[src/sfq_pkg.sv]
`default_nettype none
package sfq_pkg;

	localparam logic [2:0] K_PUSH  = 3'd0;
	localparam logic [2:0] K_POP   = 3'd1;
	localparam logic [2:0] K_DELV  = 3'd2;
	localparam logic [2:0] K_DELP  = 3'd3;
	localparam logic [2:0] K_FIND  = 3'd4;
	localparam logic [2:0] K_READ  = 3'd5;
	localparam logic [2:0] K_CLEAR = 3'd6;
	localparam logic [2:0] K_NOP   = 3'd7;

	localparam logic [1:0] ST_OK       = 2'd0;
	localparam logic [1:0] ST_EMPTY    = 2'd1;
	localparam logic [1:0] ST_NOTFOUND = 2'd2;
	localparam logic [1:0] ST_FULL     = 2'd3;

	// address register and read port operations
	localparam logic [2:0] AO_NONE  = 3'd0;
	localparam logic [2:0] AO_POS   = 3'd1;
	localparam logic [2:0] AO_ZERO  = 3'd2;
	localparam logic [2:0] AO_TOP   = 3'd3;
	localparam logic [2:0] AO_DOWN  = 3'd4;
	localparam logic [2:0] AO_NEXT  = 3'd5;
	localparam logic [2:0] AO_SHIFT = 3'd6;

	localparam logic [1:0] CNT_HOLD = 2'd0;
	localparam logic [1:0] CNT_INC  = 2'd1;
	localparam logic [1:0] CNT_DEC  = 2'd2;
	localparam logic [1:0] CNT_CLR  = 2'd3;

	localparam logic [1:0] VS_ZERO   = 2'd0;
	localparam logic [1:0] VS_VICTIM = 2'd1;
	localparam logic [1:0] VS_RDDATA = 2'd2;

	localparam logic [1:0] PS_ZERO = 2'd0;
	localparam logic [1:0] PS_BASE = 2'd1;
	localparam logic [1:0] PS_PEND = 2'd2;
	localparam logic [1:0] PS_ADDR = 2'd3;

	typedef struct packed {
		logic       load_op;
		logic [2:0] addr_op;
		logic       victim_load;
		logic       pend_set;
		logic       push_wr;
		logic [1:0] cnt_op;
		logic       emit;
		logic [1:0] em_status;
		logic [1:0] em_val_sel;
		logic [1:0] em_pos_sel;
		logic       em_last;
	} cmd_t;

	typedef struct packed {
		logic [2:0] kind;
		logic       out_free;
		logic       empty;
		logic       full;
		logic       pos_oob;
		logic       match;
		logic       addr_zero;
		logic       shift_end;
		logic       pend_v;
	} sts_t;

endpackage
`default_nettype wire

[src/searchable_fifo_queue.sv]
`default_nettype none
// channel  signals                                             direction
// input    in_valid in_ready kind item_value position          in
// output   out_valid out_ready status result_value
//          result_position entry_count last                    out
//
// one operation at a time; in_ready is high between operations
// push, clear, nop, empty and out-of-range cases answer at dispatch; read waits on memory
// pop, delete at a position and find walk entries one a cycle; a stall can hold find
// delete by value scans down to the match, then shifts newer entries
// arst_n clears the count and out_valid; entries and output data are not cleared
// a stalled output register holds the controller until out_ready

module searchable_fifo_queue #(
	parameter int DEPTH = 16
) (
	input  wire logic               clk,
	input  wire logic               arst_n,
	input  wire logic               in_valid,
	output logic                    in_ready,
	input  wire logic [2:0]         kind,
	input  wire logic signed [31:0] item_value,
	input  wire logic [3:0]         position,
	output logic                    out_valid,
	input  wire logic               out_ready,
	output logic [1:0]              status,
	output logic signed [31:0]      result_value,
	output logic [3:0]              result_position,
	output logic [4:0]              entry_count,
	output logic                    last
);
	import sfq_pkg::*;

	cmd_t cmd;
	sts_t sts;

	sfq_ctrl u_ctrl (
		.clk      (clk),
		.arst_n   (arst_n),
		.in_valid (in_valid),
		.in_ready (in_ready),
		.sts      (sts),
		.cmd      (cmd)
	);

	sfq_datapath #(
		.DEPTH (DEPTH)
	) u_datapath (
		.clk             (clk),
		.arst_n          (arst_n),
		.cmd             (cmd),
		.sts             (sts),
		.kind            (kind),
		.item_value      (item_value),
		.position        (position),
		.out_valid       (out_valid),
		.out_ready       (out_ready),
		.status          (status),
		.result_value    (result_value),
		.result_position (result_position),
		.entry_count     (entry_count),
		.last            (last)
	);

endmodule
`default_nettype wire

[src/sfq_ctrl.sv]
`default_nettype none
module sfq_ctrl (
	input  wire logic          clk,
	input  wire logic          arst_n,
	input  wire logic          in_valid,
	output logic               in_ready,
	input  wire sfq_pkg::sts_t sts,
	output sfq_pkg::cmd_t      cmd
);
	import sfq_pkg::*;

	localparam logic [2:0] S_IDLE  = 3'd0;
	localparam logic [2:0] S_DISP  = 3'd1;
	localparam logic [2:0] S_GRAB  = 3'd2;
	localparam logic [2:0] S_SHIFT = 3'd3;
	localparam logic [2:0] S_SCAN  = 3'd4;
	localparam logic [2:0] S_FEND  = 3'd5;
	localparam logic [2:0] S_RDOUT = 3'd6;

	logic [2:0] state_q;
	logic [2:0] state_d;

	assign in_ready = (state_q == S_IDLE);

	always_ff @(posedge clk or negedge arst_n) begin
		if (!arst_n) begin
			state_q <= S_IDLE;
		end else begin
			state_q <= state_d;
		end
	end

	always_comb begin
		cmd = '0;
		cmd.addr_op = AO_NONE;
		cmd.cnt_op = CNT_HOLD;
		cmd.em_status = ST_OK;
		cmd.em_val_sel = VS_ZERO;
		cmd.em_pos_sel = PS_ZERO;
		state_d = state_q;
		unique case (state_q)
			S_IDLE: begin
				if (in_valid) begin
					cmd.load_op = 1'b1;
					state_d = S_DISP;
				end
			end
			S_DISP: begin
				priority if (sts.kind == K_PUSH) begin
					if (sts.out_free) begin
						cmd.emit = 1'b1;
						cmd.em_last = 1'b1;
						if (sts.full) begin
							cmd.em_status = ST_FULL;
						end else begin
							cmd.push_wr = 1'b1;
							cmd.cnt_op = CNT_INC;
						end
						state_d = S_IDLE;
					end
				end else if (sts.kind == K_NOP) begin
					if (sts.out_free) begin
						cmd.emit = 1'b1;
						cmd.em_last = 1'b1;
						state_d = S_IDLE;
					end
				end else if (sts.empty) begin
					if (sts.out_free) begin
						cmd.emit = 1'b1;
						cmd.em_last = 1'b1;
						cmd.em_status = ST_EMPTY;
						state_d = S_IDLE;
					end
				end else begin
					unique case (sts.kind)
						K_POP: begin
							cmd.addr_op = AO_ZERO;
							state_d = S_GRAB;
						end
						K_DELV, K_FIND: begin
							cmd.addr_op = AO_TOP;
							state_d = S_SCAN;
						end
						K_DELP, K_READ: begin
							if (sts.pos_oob) begin
								if (sts.out_free) begin
									cmd.emit = 1'b1;
									cmd.em_last = 1'b1;
									cmd.em_status = ST_NOTFOUND;
									state_d = S_IDLE;
								end
							end else begin
								cmd.addr_op = AO_POS;
								state_d = (sts.kind == K_READ) ? S_RDOUT : S_GRAB;
							end
						end
						K_CLEAR: begin
							if (sts.out_free) begin
								cmd.cnt_op = CNT_CLR;
								cmd.emit = 1'b1;
								cmd.em_last = 1'b1;
								state_d = S_IDLE;
							end
						end
						default: begin
							state_d = S_IDLE;
						end
					endcase
				end
			end
			S_GRAB: begin
				cmd.victim_load = 1'b1;
				cmd.addr_op = AO_NEXT;
				state_d = S_SHIFT;
			end
			S_SHIFT: begin
				if (!sts.shift_end) begin
					cmd.addr_op = AO_SHIFT;
				end else if (sts.out_free) begin
					cmd.cnt_op = CNT_DEC;
					cmd.emit = 1'b1;
					cmd.em_last = 1'b1;
					cmd.em_val_sel = VS_VICTIM;
					cmd.em_pos_sel = PS_BASE;
					state_d = S_IDLE;
				end
			end
			S_SCAN: begin
				if (sts.kind == K_DELV) begin
					priority if (sts.match) begin
						cmd.victim_load = 1'b1;
						cmd.addr_op = AO_NEXT;
						state_d = S_SHIFT;
					end else if (sts.addr_zero) begin
						if (sts.out_free) begin
							cmd.emit = 1'b1;
							cmd.em_last = 1'b1;
							cmd.em_status = ST_NOTFOUND;
							state_d = S_IDLE;
						end
					end else begin
						cmd.addr_op = AO_DOWN;
					end
				end else if (!(sts.match && sts.pend_v && !sts.out_free)) begin
					// earlier-found match goes out once a further (older) match proves it is not the final one
					if (sts.match) begin
						cmd.pend_set = 1'b1;
						if (sts.pend_v) begin
							cmd.emit = 1'b1;
							cmd.em_pos_sel = PS_PEND;
						end
					end
					if (sts.addr_zero) begin
						state_d = S_FEND;
					end else begin
						cmd.addr_op = AO_DOWN;
					end
				end
			end
			S_FEND: begin
				if (sts.out_free) begin
					cmd.emit = 1'b1;
					cmd.em_last = 1'b1;
					if (sts.pend_v) begin
						cmd.em_pos_sel = PS_PEND;
					end else begin
						cmd.em_status = ST_NOTFOUND;
					end
					state_d = S_IDLE;
				end
			end
			S_RDOUT: begin
				if (sts.out_free) begin
					cmd.emit = 1'b1;
					cmd.em_last = 1'b1;
					cmd.em_val_sel = VS_RDDATA;
					cmd.em_pos_sel = PS_ADDR;
					state_d = S_IDLE;
				end
			end
			default: begin
				state_d = S_IDLE;
			end
		endcase
	end

endmodule
`default_nettype wire

[src/sfq_datapath.sv]
`default_nettype none
module sfq_datapath #(
	parameter int DEPTH = 16
) (
	input  wire logic               clk,
	input  wire logic               arst_n,
	input  wire sfq_pkg::cmd_t      cmd,
	output sfq_pkg::sts_t           sts,
	input  wire logic [2:0]         kind,
	input  wire logic signed [31:0] item_value,
	input  wire logic [3:0]         position,
	output logic                    out_valid,
	input  wire logic               out_ready,
	output logic [1:0]              status,
	output logic signed [31:0]      result_value,
	output logic [3:0]              result_position,
	output logic [4:0]              entry_count,
	output logic                    last
);
	import sfq_pkg::*;

	localparam int AW = $clog2(DEPTH);
	localparam int CW = $clog2(DEPTH + 1);
	localparam int WW = CW + 4;

	logic signed [31:0] mem [DEPTH];
	logic signed [31:0] rd_data_q;
	logic [AW-1:0]      rd_addr;
	logic               rd_en;
	logic [AW-1:0]      wr_addr;
	logic signed [31:0] wr_data;
	logic               wr_en;

	logic [2:0]         op_kind_q;
	logic signed [31:0] op_val_q;
	logic [3:0]         op_pos_q;
	logic [AW-1:0]      addr_q;
	logic [AW-1:0]      addr_d;
	logic [AW-1:0]      base_q;
	logic signed [31:0] victim_q;
	logic [AW-1:0]      pend_q;
	logic               pend_v_q;
	logic [CW-1:0]      count_q;
	logic [CW-1:0]      count_next;
	logic               out_valid_q;
	logic [1:0]         status_q;
	logic signed [31:0] value_q;
	logic [3:0]         rpos_q;
	logic [4:0]         ecount_q;
	logic               last_q;
	logic signed [31:0] em_val;
	logic [AW-1:0]      em_pos;
	logic [AW-1:0]      top_addr;

	assign top_addr = AW'(count_q - CW'(1));

	always_comb begin
		rd_en = 1'b1;
		rd_addr = addr_q;
		addr_d = addr_q;
		unique case (cmd.addr_op)
			AO_NONE: begin
				rd_en = 1'b0;
			end
			AO_POS: begin
				rd_addr = AW'(op_pos_q);
				addr_d = AW'(op_pos_q);
			end
			AO_ZERO: begin
				rd_addr = '0;
				addr_d = '0;
			end
			AO_TOP: begin
				rd_addr = top_addr;
				addr_d = top_addr;
			end
			AO_DOWN: begin
				rd_addr = addr_q - AW'(1);
				addr_d = addr_q - AW'(1);
			end
			AO_NEXT: begin
				rd_addr = addr_q + AW'(1);
			end
			AO_SHIFT: begin
				rd_addr = addr_q + AW'(2);
				addr_d = addr_q + AW'(1);
			end
			default: begin
				rd_en = 1'b0;
			end
		endcase
	end

	// one write port: push at the tail or shift one entry down
	assign wr_en = cmd.push_wr || (cmd.addr_op == AO_SHIFT);
	assign wr_addr = cmd.push_wr ? AW'(count_q) : addr_q;
	assign wr_data = cmd.push_wr ? op_val_q : rd_data_q;

	always_ff @(posedge clk) begin
		if (wr_en) begin
			mem[wr_addr] <= wr_data;
		end
		if (rd_en) begin
			rd_data_q <= mem[rd_addr];
		end
	end

	always_comb begin
		unique case (cmd.cnt_op)
			CNT_HOLD: count_next = count_q;
			CNT_INC:  count_next = count_q + CW'(1);
			CNT_DEC:  count_next = count_q - CW'(1);
			CNT_CLR:  count_next = '0;
			default:  count_next = count_q;
		endcase
	end

	always_comb begin
		unique case (cmd.em_val_sel)
			VS_VICTIM: em_val = victim_q;
			VS_RDDATA: em_val = rd_data_q;
			default:   em_val = '0;
		endcase
		unique case (cmd.em_pos_sel)
			PS_BASE: em_pos = base_q;
			PS_PEND: em_pos = pend_q;
			PS_ADDR: em_pos = addr_q;
			default: em_pos = '0;
		endcase
	end

	always_ff @(posedge clk or negedge arst_n) begin
		if (!arst_n) begin
			count_q <= '0;
			out_valid_q <= 1'b0;
			pend_v_q <= 1'b0;
		end else begin
			count_q <= count_next;
			if (cmd.emit) begin
				out_valid_q <= 1'b1;
			end else if (out_ready) begin
				out_valid_q <= 1'b0;
			end
			if (cmd.load_op) begin
				pend_v_q <= 1'b0;
			end else if (cmd.pend_set) begin
				pend_v_q <= 1'b1;
			end
		end
	end

	always_ff @(posedge clk) begin
		if (cmd.load_op) begin
			op_kind_q <= kind;
			op_val_q <= item_value;
			op_pos_q <= position;
		end
		addr_q <= addr_d;
		if (cmd.victim_load) begin
			victim_q <= rd_data_q;
			base_q <= addr_q;
		end
		if (cmd.pend_set) begin
			pend_q <= addr_q;
		end
		if (cmd.emit) begin
			status_q <= cmd.em_status;
			value_q <= em_val;
			rpos_q <= 4'(em_pos);
			ecount_q <= 5'(count_next);
			last_q <= cmd.em_last;
		end
	end

	assign sts.kind = op_kind_q;
	assign sts.out_free = !out_valid_q || out_ready;
	assign sts.empty = (count_q == '0);
	assign sts.full = (count_q == CW'(DEPTH));
	assign sts.pos_oob = (WW'(op_pos_q) >= WW'(count_q));
	assign sts.match = (rd_data_q == op_val_q);
	assign sts.addr_zero = (addr_q == '0);
	assign sts.shift_end = ((CW'(addr_q) + CW'(1)) >= count_q);
	assign sts.pend_v = pend_v_q;

	assign out_valid = out_valid_q;
	assign status = status_q;
	assign result_value = value_q;
	assign result_position = rpos_q;
	assign entry_count = ecount_q;
	assign last = last_q;

endmodule
`default_nettype wire

[config.mk]
export PLATFORM = sky130hd
export DESIGN_NAME = searchable_fifo_queue
export DESIGN_NICKNAME = d
export VERILOG_FILES = /design/src/sfq_pkg.sv /design/src/searchable_fifo_queue.sv /design/src/sfq_ctrl.sv /design/src/sfq_datapath.sv
export SDC_FILE = /design/constraint.sdc
export NUM_CORES = 1
export LEC_CHECK = 0
export ABC_CLOCK_PERIOD_IN_PS = 6070
export BUFFER_PORTS_ARGS = -buffer_cell sky130_fd_sc_hd__buf_2
export CORE_MARGIN = 4
export CORE_UTILIZATION = 40
export CTS_BUF_LIST = sky130_fd_sc_hd__clkbuf_8
export CTS_CLUSTER_DIAMETER = 100
export CTS_CLUSTER_SIZE = 30
export DETAILED_ROUTE_END_ITERATION = 8
export PLACE_DENSITY_LB_ADDON = 0.08
export SLEW_MARGIN = 30
export SYNTH_ARGS = -nofsm -noshare
export SYNTH_HDL_FRONTEND = slang
export SYNTH_SLANG_ARGS = --single-unit
[constraint.sdc]
create_clock -name clk -period 6.07 [get_ports clk]
set_input_delay 1.214 -clock clk [delete_from_list [all_inputs] [get_ports clk]]
set_output_delay 1.214 -clock clk [all_outputs]
set_load 0.005 [all_outputs]
==> results.py, run 1 <==
metrics = {
    "run_status": {
        "status": "complete, no violations",
    },
    "global_routing": {
        "gr-total-overflow": 0,
        "first_global_vias": 16320,
        "grtUsageMet1_pct": 31.04,
        "grt_start_max_net_pins": 75,
        "grt_util_met3_pct": 2.608,
        "busiest_layer": "met2",
        "grt_util_met2_pct": 35.42,
        "grt_usage_pct": 21.52,
        "grt_pass1_wl_um": 117300,
        "antenna_found_initial": 2,
    },
    "final_layout": {
        "area_growth_pct": 9.123,
        "drive_above_1_share_pct": 16.45,
        "fin_nets": 2003,
    },
    "critical_path": {
        "cpMaxStageDelayCell": "edfxtp_1",
        "reg2regPathDepth": 13,
        "startpoint_type": "flip-flop",
        "cp.required_ns": 6.53,
        "cp_num_buf_inv": 2,
        "cp_max_fo": 32,
        "critPathCaptureType": "flip-flop",
        "cp_slowest_stage_delay_ns": 0.76,
        "cp.arrival_ns": 5.87,
        "crit_top_cell": "ha_1",
        "path_delay_family": "simple AND/OR/NAND/NOR gates",
        "path_cells": "inv_1 > ha_1 > ha_1 > a31oi_1 > a21oi_2 > nand2_1 > nor3_1 > nand2_2 > o22ai_4 > nand2b_2 > buf_4 > a221oi_1 > or4_1",
        "path_depth": 13,
        "path_class": "reg -> reg",
    },
    "timing": {
        "clock_skew_ns": 0.03117,
        "setup_viol": 0,
        "finalHoldViolations": 0,
        "max_freq_ghz": 0.1848,
        "fin_setup_tns_ns": 0,
        "worst_pin_slew_ns": 1.014,
        "min_period_ns": 5.411,
        "slew_viol_final": 0,
        "max_slew_margin_pct": 32.10,
        "fin_crit_sh_pct": 89.14,
        "grt_setup_unrepaired": "false",
    },
    "clocking": {
        "cts_setup_buffers": 0,
        "clk_pin_slew_ns": 0.16,
        "holdBufCountCts": 0,
        "cts_root_buffer": "clkbuf_8",
        "cts_tree": "built",
        "htreeDepth": 1,
        "numCtsBuffers": 29,
        "worstSkewPairLatency_ns": 0.73,
        "clock-sinks": 681,
        "clk_path_buf_depth": 3,
        "cts_resized": 0,
    },
    "synthesis": {
        "yosysUniqueCellTypes": 72,
        "synth_nets": 1929,
        "synth_flop_cell": "edfxtp_1",
        "yosys_warnings": 0,
        "syn-cell-area_um2": 28020,
        "syn_area_per_cell_um2": 15.00,
        "ys_ff_latch": 681,
        "synth_cells": 1868,
        "synthArstFlopShare_pct": 1.468,
        "yosysSeqAreaShare_pct": 72.81,
        "synth_edf_count": 671,
    },
    "die": {
        "num_io_pins": 89,
        "core_area_um2": 69070,
        "die_area_um2": 74340,
        "start_util_pct": 40.57,
        "die_y_um": 272.7,
        "die_w_um": 272.7,
        "rows": 96,
    },
    "drt": {
        "drt_iter0_drc": 1702,
        "post_drt_wl_per_cell_um": 28.49,
        "antenna_left": 0,
        "drt_first_pass_iters": 6,
        "drc": 0,
        "vias": 16700,
        "via_per_inst": 5.777,
        "drt-total-wl_um": 82350,
    },
    "placement": {
        "place_congestion": 0.8907,
        "hpwl_um": 49760,
        "io_buffers": 88,
    },
    "worst_hold_path": {
        "hp-class": "in -> async",
    },
    "run": {
        "drv_cap": 0,
    },
}
kinds of logic after synthesis:
kind of cell,Yosys count,synth area share (%)
flops,681,72.81
simple gates,434,6.788
compound gates,432,11.50
buf+inv,141,2.291
mux,120,4.492
xor+xnor,42,1.313
fa+ha+maj,18,0.8038
per-layer routing:
layer	vias up	share of wire, %
met4	0	2.0
met3	76	5.7
met2	553	47
met1	8655	45
li1	7411	-
met5	-	0
flip-flops by register name, indices dropped and copies added, names as in the netlist:
register and count:
u_ctrl.state_q 3, u_datapath.addr_q 4, u_datapath.base_q 4, u_datapath.count_q 5, u_datapath.entry_count 5, u_datapath.last 1
u_datapath.mem 512, u_datapath.op_kind_q 3, u_datapath.op_pos_q 4, u_datapath.op_val_q 32, u_datapath.out_valid 1, u_datapath.pend_q 4
u_datapath.pend_v_q 1, u_datapath.rd_data_q 32, u_datapath.result_position 4, u_datapath.result_value 32, u_datapath.status 2, u_datapath.victim_q 32
cells in the final DEF (no fill, tap or decap), types with 7 or more instances in the layout:
master	netlist	final
clkbuf_8	0	29
buf_2	26	88
a32oi_1	24	24
nand2_1	255	251
xnor2_1	8	8
nor2_1	75	57
o21ai_0	18	18
ha_1	18	18
buf_4	5	59
nor2_4	0	16
inv_1	24	25
nand3_1	15	14
mux2_2	46	46
a21boi_0	32	32
xor2_1	34	34
a22oi_1	32	32
nand4_1	7	7
or4_1	9	9
dfrtp_1	10	10
nor4_1	12	11
a21oi_1	101	101
buf_12	0	13
a31oi_1	10	7
mux2i_1	74	74
a211o_1	24	24
o221a_2	23	23
a211oi_1	71	71
edfxtp_1	671	671
a221oi_1	51	51
nor3_1	19	18
cell type report:
type	count	area, µm²
multi-input cells	1046	7183
diodes	2	5.005
inverters	24	90.09
fillers	6138	38490
clock inverters	17	188.9
flip-flops and latches	681	20400
well taps	931	1165
repair buffers	160	1144
clock buffers	29	399.1
worst register-to-register path, cell delays in order, from the launching register on:
cell and delay (ns):
edfxtp_1 0.76, inv_1 0.20, ha_1 0.41, ha_1 0.31, a31oi_1 0.16, a21oi_2 0.45, nand2_1 0.18, nor3_1 0.57
nand2_2 0.15, o22ai_4 0.51, nand2b_2 0.23, buf_4 0.57, a221oi_1 0.10, or4_1 0.55
stage by stage:
step / util (%) / area (µm²) / cells / worst slack (ns) / hold WS [ns]
floorplan: - / 28020 / 1868 / 1.257 / 0.4430
global placement: 43.38 / 29960 / 2842 / 0.8506 / 0.5157
detailed placement: 43.41 / 29980 / 2842 / 0.7306 / 0.5161
CTS: 44.26 / 30570 / 2888 / 0.6975 / 0.2897
global route: 44.27 / 30570 / 2890 / 0.3314 / 0.2915
finish: 44.27 / 30570 / 2890 / 0.6591 / 0.3388
synthesized netlist by cell type (24+ instances only):
cell      number  area, µm²
a211o_1       24      210.2
buf_2         26      130.1
clkbuf_1      72      270.3
nand2_1      255      957.2
a22oi_1       32      240.2
a211oi_1      71      533.0
a21boi_0      32      240.2
mux2_2        46      518.0
a21oi_1      101      505.5
a32oi_1       24      210.2
inv_1         24      90.09
xor2_1        34      297.8
nor2_1        75      281.5
mux2i_1       74      740.7
a221oi_1      51      446.7
edfxtp_1     671      20150
path summary, 6_finish.rpt:
check / end / start / slack [ns]
hold / removal: u_datapath.count_q[1]$_DFF_PN0_ / arst_n / 0.34
setup / recovery: u_datapath.rd_data_q[26]$_DFFE_PP_ / u_datapath.addr_q[0]$_DFFE_PP_ / 0.66
setup reg to reg: u_datapath.rd_data_q[26]$_DFFE_PP_ / u_datapath.addr_q[0]$_DFFE_PP_ / 0.66
min in group clk: u_datapath.result_position[3]$_DFFE_PP_ / u_datapath.base_q[3]$_DFFE_PP_ / 0.54
hold reg to reg: u_datapath.result_position[3]$_DFFE_PP_ / u_datapath.base_q[3]$_DFFE_PP_ / 0.54
max in group asynchronous: u_datapath.pend_v_q$_DFFE_PN0P_ / arst_n / 5.49
Power of run 1 is not shown: default switching activity piles up to over one toggle a cycle in this logic, so the estimate is an artifact.
==> run 2: changes to the inputs <==
--- a/config.mk
+++ b/config.mk
@@ -5,6 +5,7 @@
 export SDC_FILE = /design/constraint.sdc
 export NUM_CORES = 1
 export LEC_CHECK = 0
+export ABC_AREA = 1
 export ABC_CLOCK_PERIOD_IN_PS = 6070
 export BUFFER_PORTS_ARGS = -buffer_cell sky130_fd_sc_hd__buf_2
 export CORE_MARGIN = 4
@@ -14,7 +15,7 @@
 export CTS_CLUSTER_SIZE = 30
 export DETAILED_ROUTE_END_ITERATION = 8
 export PLACE_DENSITY_LB_ADDON = 0.08
-export SLEW_MARGIN = 30
 export SYNTH_ARGS = -nofsm -noshare
 export SYNTH_HDL_FRONTEND = slang
+export SYNTH_HIERARCHICAL = 1
 export SYNTH_SLANG_ARGS = --single-unit
==> run 2 against run 1 <==
Wire length grew 4.3%. Non-clock buffer count shrank 7. Register-to-register slack lost 0.17 ns. Critical path depth grew 9. First-iteration DRC count grew 1.0%. Count of clock-buffer cells in the layout grew 2. Synthesized area grew 7.8%. Flip-flop and latch count is the same. Worst hold slack lost 0.0034 ns. Clock skew grew 0.0045 ns. Via count grew 21%. Setup slack lost 0.17 ns.
==> results.py, run 2 <==
metrics = {
    "run_status": {
        "status": "complete, no violations",
    },
    "clocking": {
        "cts_setup_buffers": 0,
        "cts_root_buffer": "clkbuf_8",
        "numCtsBuffers": 30,
        "clk_pin_slew_ns": 0.16,
        "cts_resized": 0,
        "worstSkewPairLatency_ns": 0.74,
        "holdBufCountCts": 0,
        "htreeDepth": 1,
        "cts_tree": "built",
        "clk_path_buf_depth": 3,
        "clock-sinks": 681,
    },
    "synthesis": {
        "yosysUniqueCellTypes": 44,
        "synth_area_leader_cell": "edfxtp_1",
        "synth.most_common_cell": "edfxtp_1",
        "synth_edf_count": 671,
        "synth_flop_cell": "edfxtp_1",
        "synth_common_cells": "671 x edfxtp_1, 611 x nand2_1, 607 x nand3_1, 402 x inv_1, 115 x buf_2",
        "yosysSeqAreaShare_pct": 67.54,
        "syn_area_per_cell_um2": 10.83,
        "synth_area_leaders": "edfxtp_1 67%, nand3_1 10%, nand2_1 7.6%",
        "synth_nets": 2852,
        "ys_ff_latch": 681,
        "syn-cell-area_um2": 30200,
        "synthArstFlopShare_pct": 1.468,
        "yosys_warnings": 6,
        "synth_cells": 2790,
        "netlist.area_leader.share_pct": 66.71,
    },
    "global_routing": {
        "grt_start_max_net_pins": 130,
        "gr-total-overflow": 0,
        "antenna_found_initial": 4,
        "grt_util_met2_pct": 34.16,
        "busiest_layer": "met2",
        "grt_util_met3_pct": 2.600,
        "grt_pass1_wl_um": 126300,
        "grtUsageMet1_pct": 30.83,
        "first_global_vias": 19110,
        "grt_usage_pct": 21.09,
    },
    "worst_hold_path": {
        "hp-class": "in -> async",
    },
    "final_layout": {
        "n_fill_cell": 7047,
        "drive_above_1_share_pct": 8.768,
        "regMostFlops": "u_datapath/mem",
        "final_common_cell": "edfxtp_1",
        "fin_nets": 2887,
        "seqCellArea_um2": 20400,
        "largest_register_ffs": 512,
        "final_area_um2": 32690,
        "multiInputGateArea_um2": 7726,
        "final_cell_mix": "671 x edfxtp_1, 609 x nand2_1, 606 x nand3_1",
        "area_growth_pct": 8.244,
    },
    "critical_path": {
        "path_class": "reg -> reg",
        "startpoint_type": "flip-flop",
        "cp_max_fo": 52,
        "reg2regPathDepth": 22,
        "cp.arrival_ns": 6.14,
        "cp.required_ns": 6.64,
        "critPathCaptureType": "flip-flop",
    },
    "timing": {
        "min_period_ns": 5.579,
        "clock_skew_ns": 0.03568,
        "grt_setup_unrepaired": "false",
        "setup_viol": 0,
        "max_freq_ghz": 0.1792,
        "finalHoldViolations": 0,
        "worst_pin_slew_ns": 1.295,
        "fin_crit_sh_pct": 91.91,
        "slew_viol_final": 0,
        "fin_setup_tns_ns": 0,
        "max_slew_margin_pct": 13.67,
    },
    "drt": {
        "vias": 20200,
        "antenna_left": 0,
        "via_per_inst": 5.302,
        "drt_first_pass_iters": 6,
        "drt-total-wl_um": 85930,
        "drt_iter0_drc": 1719,
        "post_drt_wl_per_cell_um": 22.55,
        "drc": 0,
    },
    "die": {
        "core_area_um2": 74700,
        "die_y_um": 282.8,
        "die_area_um2": 79970,
        "start_util_pct": 40.43,
        "num_io_pins": 89,
        "rows": 100,
        "die_w_um": 282.8,
    },
    "placement": {
        "place_congestion": 0.7950,
        "io_buffers": 88,
        "hpwl_um": 49610,
        "place_area_um2": 32080,
    },
    "run": {
        "drv_cap": 0,
    },
}
## run 2: changes by cell type in the layout (fill, tap and decap cells not counted), moves of 24 or more
cell	delta
inv_1	+378
nand3b_1	+76
a21oi_1	-58
nand2_1	+358
a21boi_0	-28
a211oi_1	-69
a221oi_1	-45
nand3_1	+592
a211o_1	-24
mux2_2	-46
mux2i_1	-74
a22oi_1	-32
a32oi_1	-24
## run 2: path summary, 6_finish.rpt
check                                                    end                         startpoint  slack, ns
max                        u_datapath/rd_data_q[8]$_DFFE_PP_     u_datapath/addr_q[0]$_DFFE_PP_       0.49
min                          u_datapath/count_q[1]$_DFF_PN0_                             arst_n       0.34
max reg2reg                u_datapath/rd_data_q[8]$_DFFE_PP_     u_datapath/addr_q[0]$_DFFE_PP_       0.49
min reg2reg                 u_datapath/victim_q[7]$_DFFE_PP_  u_datapath/rd_data_q[7]$_DFFE_PP_       0.51
max in group asynchronous      u_ctrl/state_q[0]$_DFFE_PN0P_                             arst_n       5.49
min in group clk            u_datapath/victim_q[7]$_DFFE_PP_  u_datapath/rd_data_q[7]$_DFFE_PP_       0.51
## run 2: cell families (layout without fill, tap and decap cells)
family / after synthesis / in the layout / synth area share (%)
xor gates and xnor gates: 27 / 27 / 0.7830
DFF: 681 / 681 / 67.54
buffers and inverters: 562 / 612 / 7.511
adders and majority gates: 19 / 19 / 0.7871
and+or+nand+nor: 1391 / 1391 / 21.23
other: 0 / 1 / 0
AOI/OAI and AO/OA: 110 / 110 / 2.146
## run 2: worst max-delay path: stages, from the launching register on
cell      delay (ns)
edfxtp_1        0.73
inv_1           0.26
ha_1            0.41
ha_1            0.29
a21oi_1         0.16
o21bai_1        0.11
a21oi_1         0.15
o21bai_1        0.07
inv_1           0.11
nand4_1         0.23
o21ai_0         0.48
nor2_1          0.16
nand2_1         0.16
nand4_2         0.18
buf_4           0.30
nor2_1          0.25
inv_1           0.11
o21ai_4         0.34
buf_12          0.37
nand3_1         0.11
nand3_1         0.09
nand3_1         0.09
nand2_1         0.21
## run 2: metrics by stage
stage	hold slack (ns)	setup WS [ns]	std cells	utilization, %
2_1_floorplan	0.4503	1.597	2790	-
3_3_place_gp	0.4672	0.5316	3762	42.94
3_5_place_dp	0.4637	0.5466	3762	42.94
4_1_cts	0.2709	0.4815	3809	43.76
5_1_grt	0.2959	0.03131	3810	43.77
6_report	0.3354	0.4910	3810	43.77
## run 2: layout make-up
class                      count  area share (%)
sequential                   681           62.40
multi-input combinational   1547           23.63
inverter                     412           4.730
tap                          969           3.709
timing repair buffer         153           3.643
clock buffer                  31           1.305
clock inverter                16          0.5741
antenna                        1        0.007654
## run 2: layer usage
layer	routed length (µm)	share of wire, %	up-vias
met5	13	0.015	-
met4	1761	2.0	2
met3	5159	6.0	101
met2	39610	46	579
met1	39390	46	10030
li1	-	-	9485
Power of run 2 is left out for the same reason.
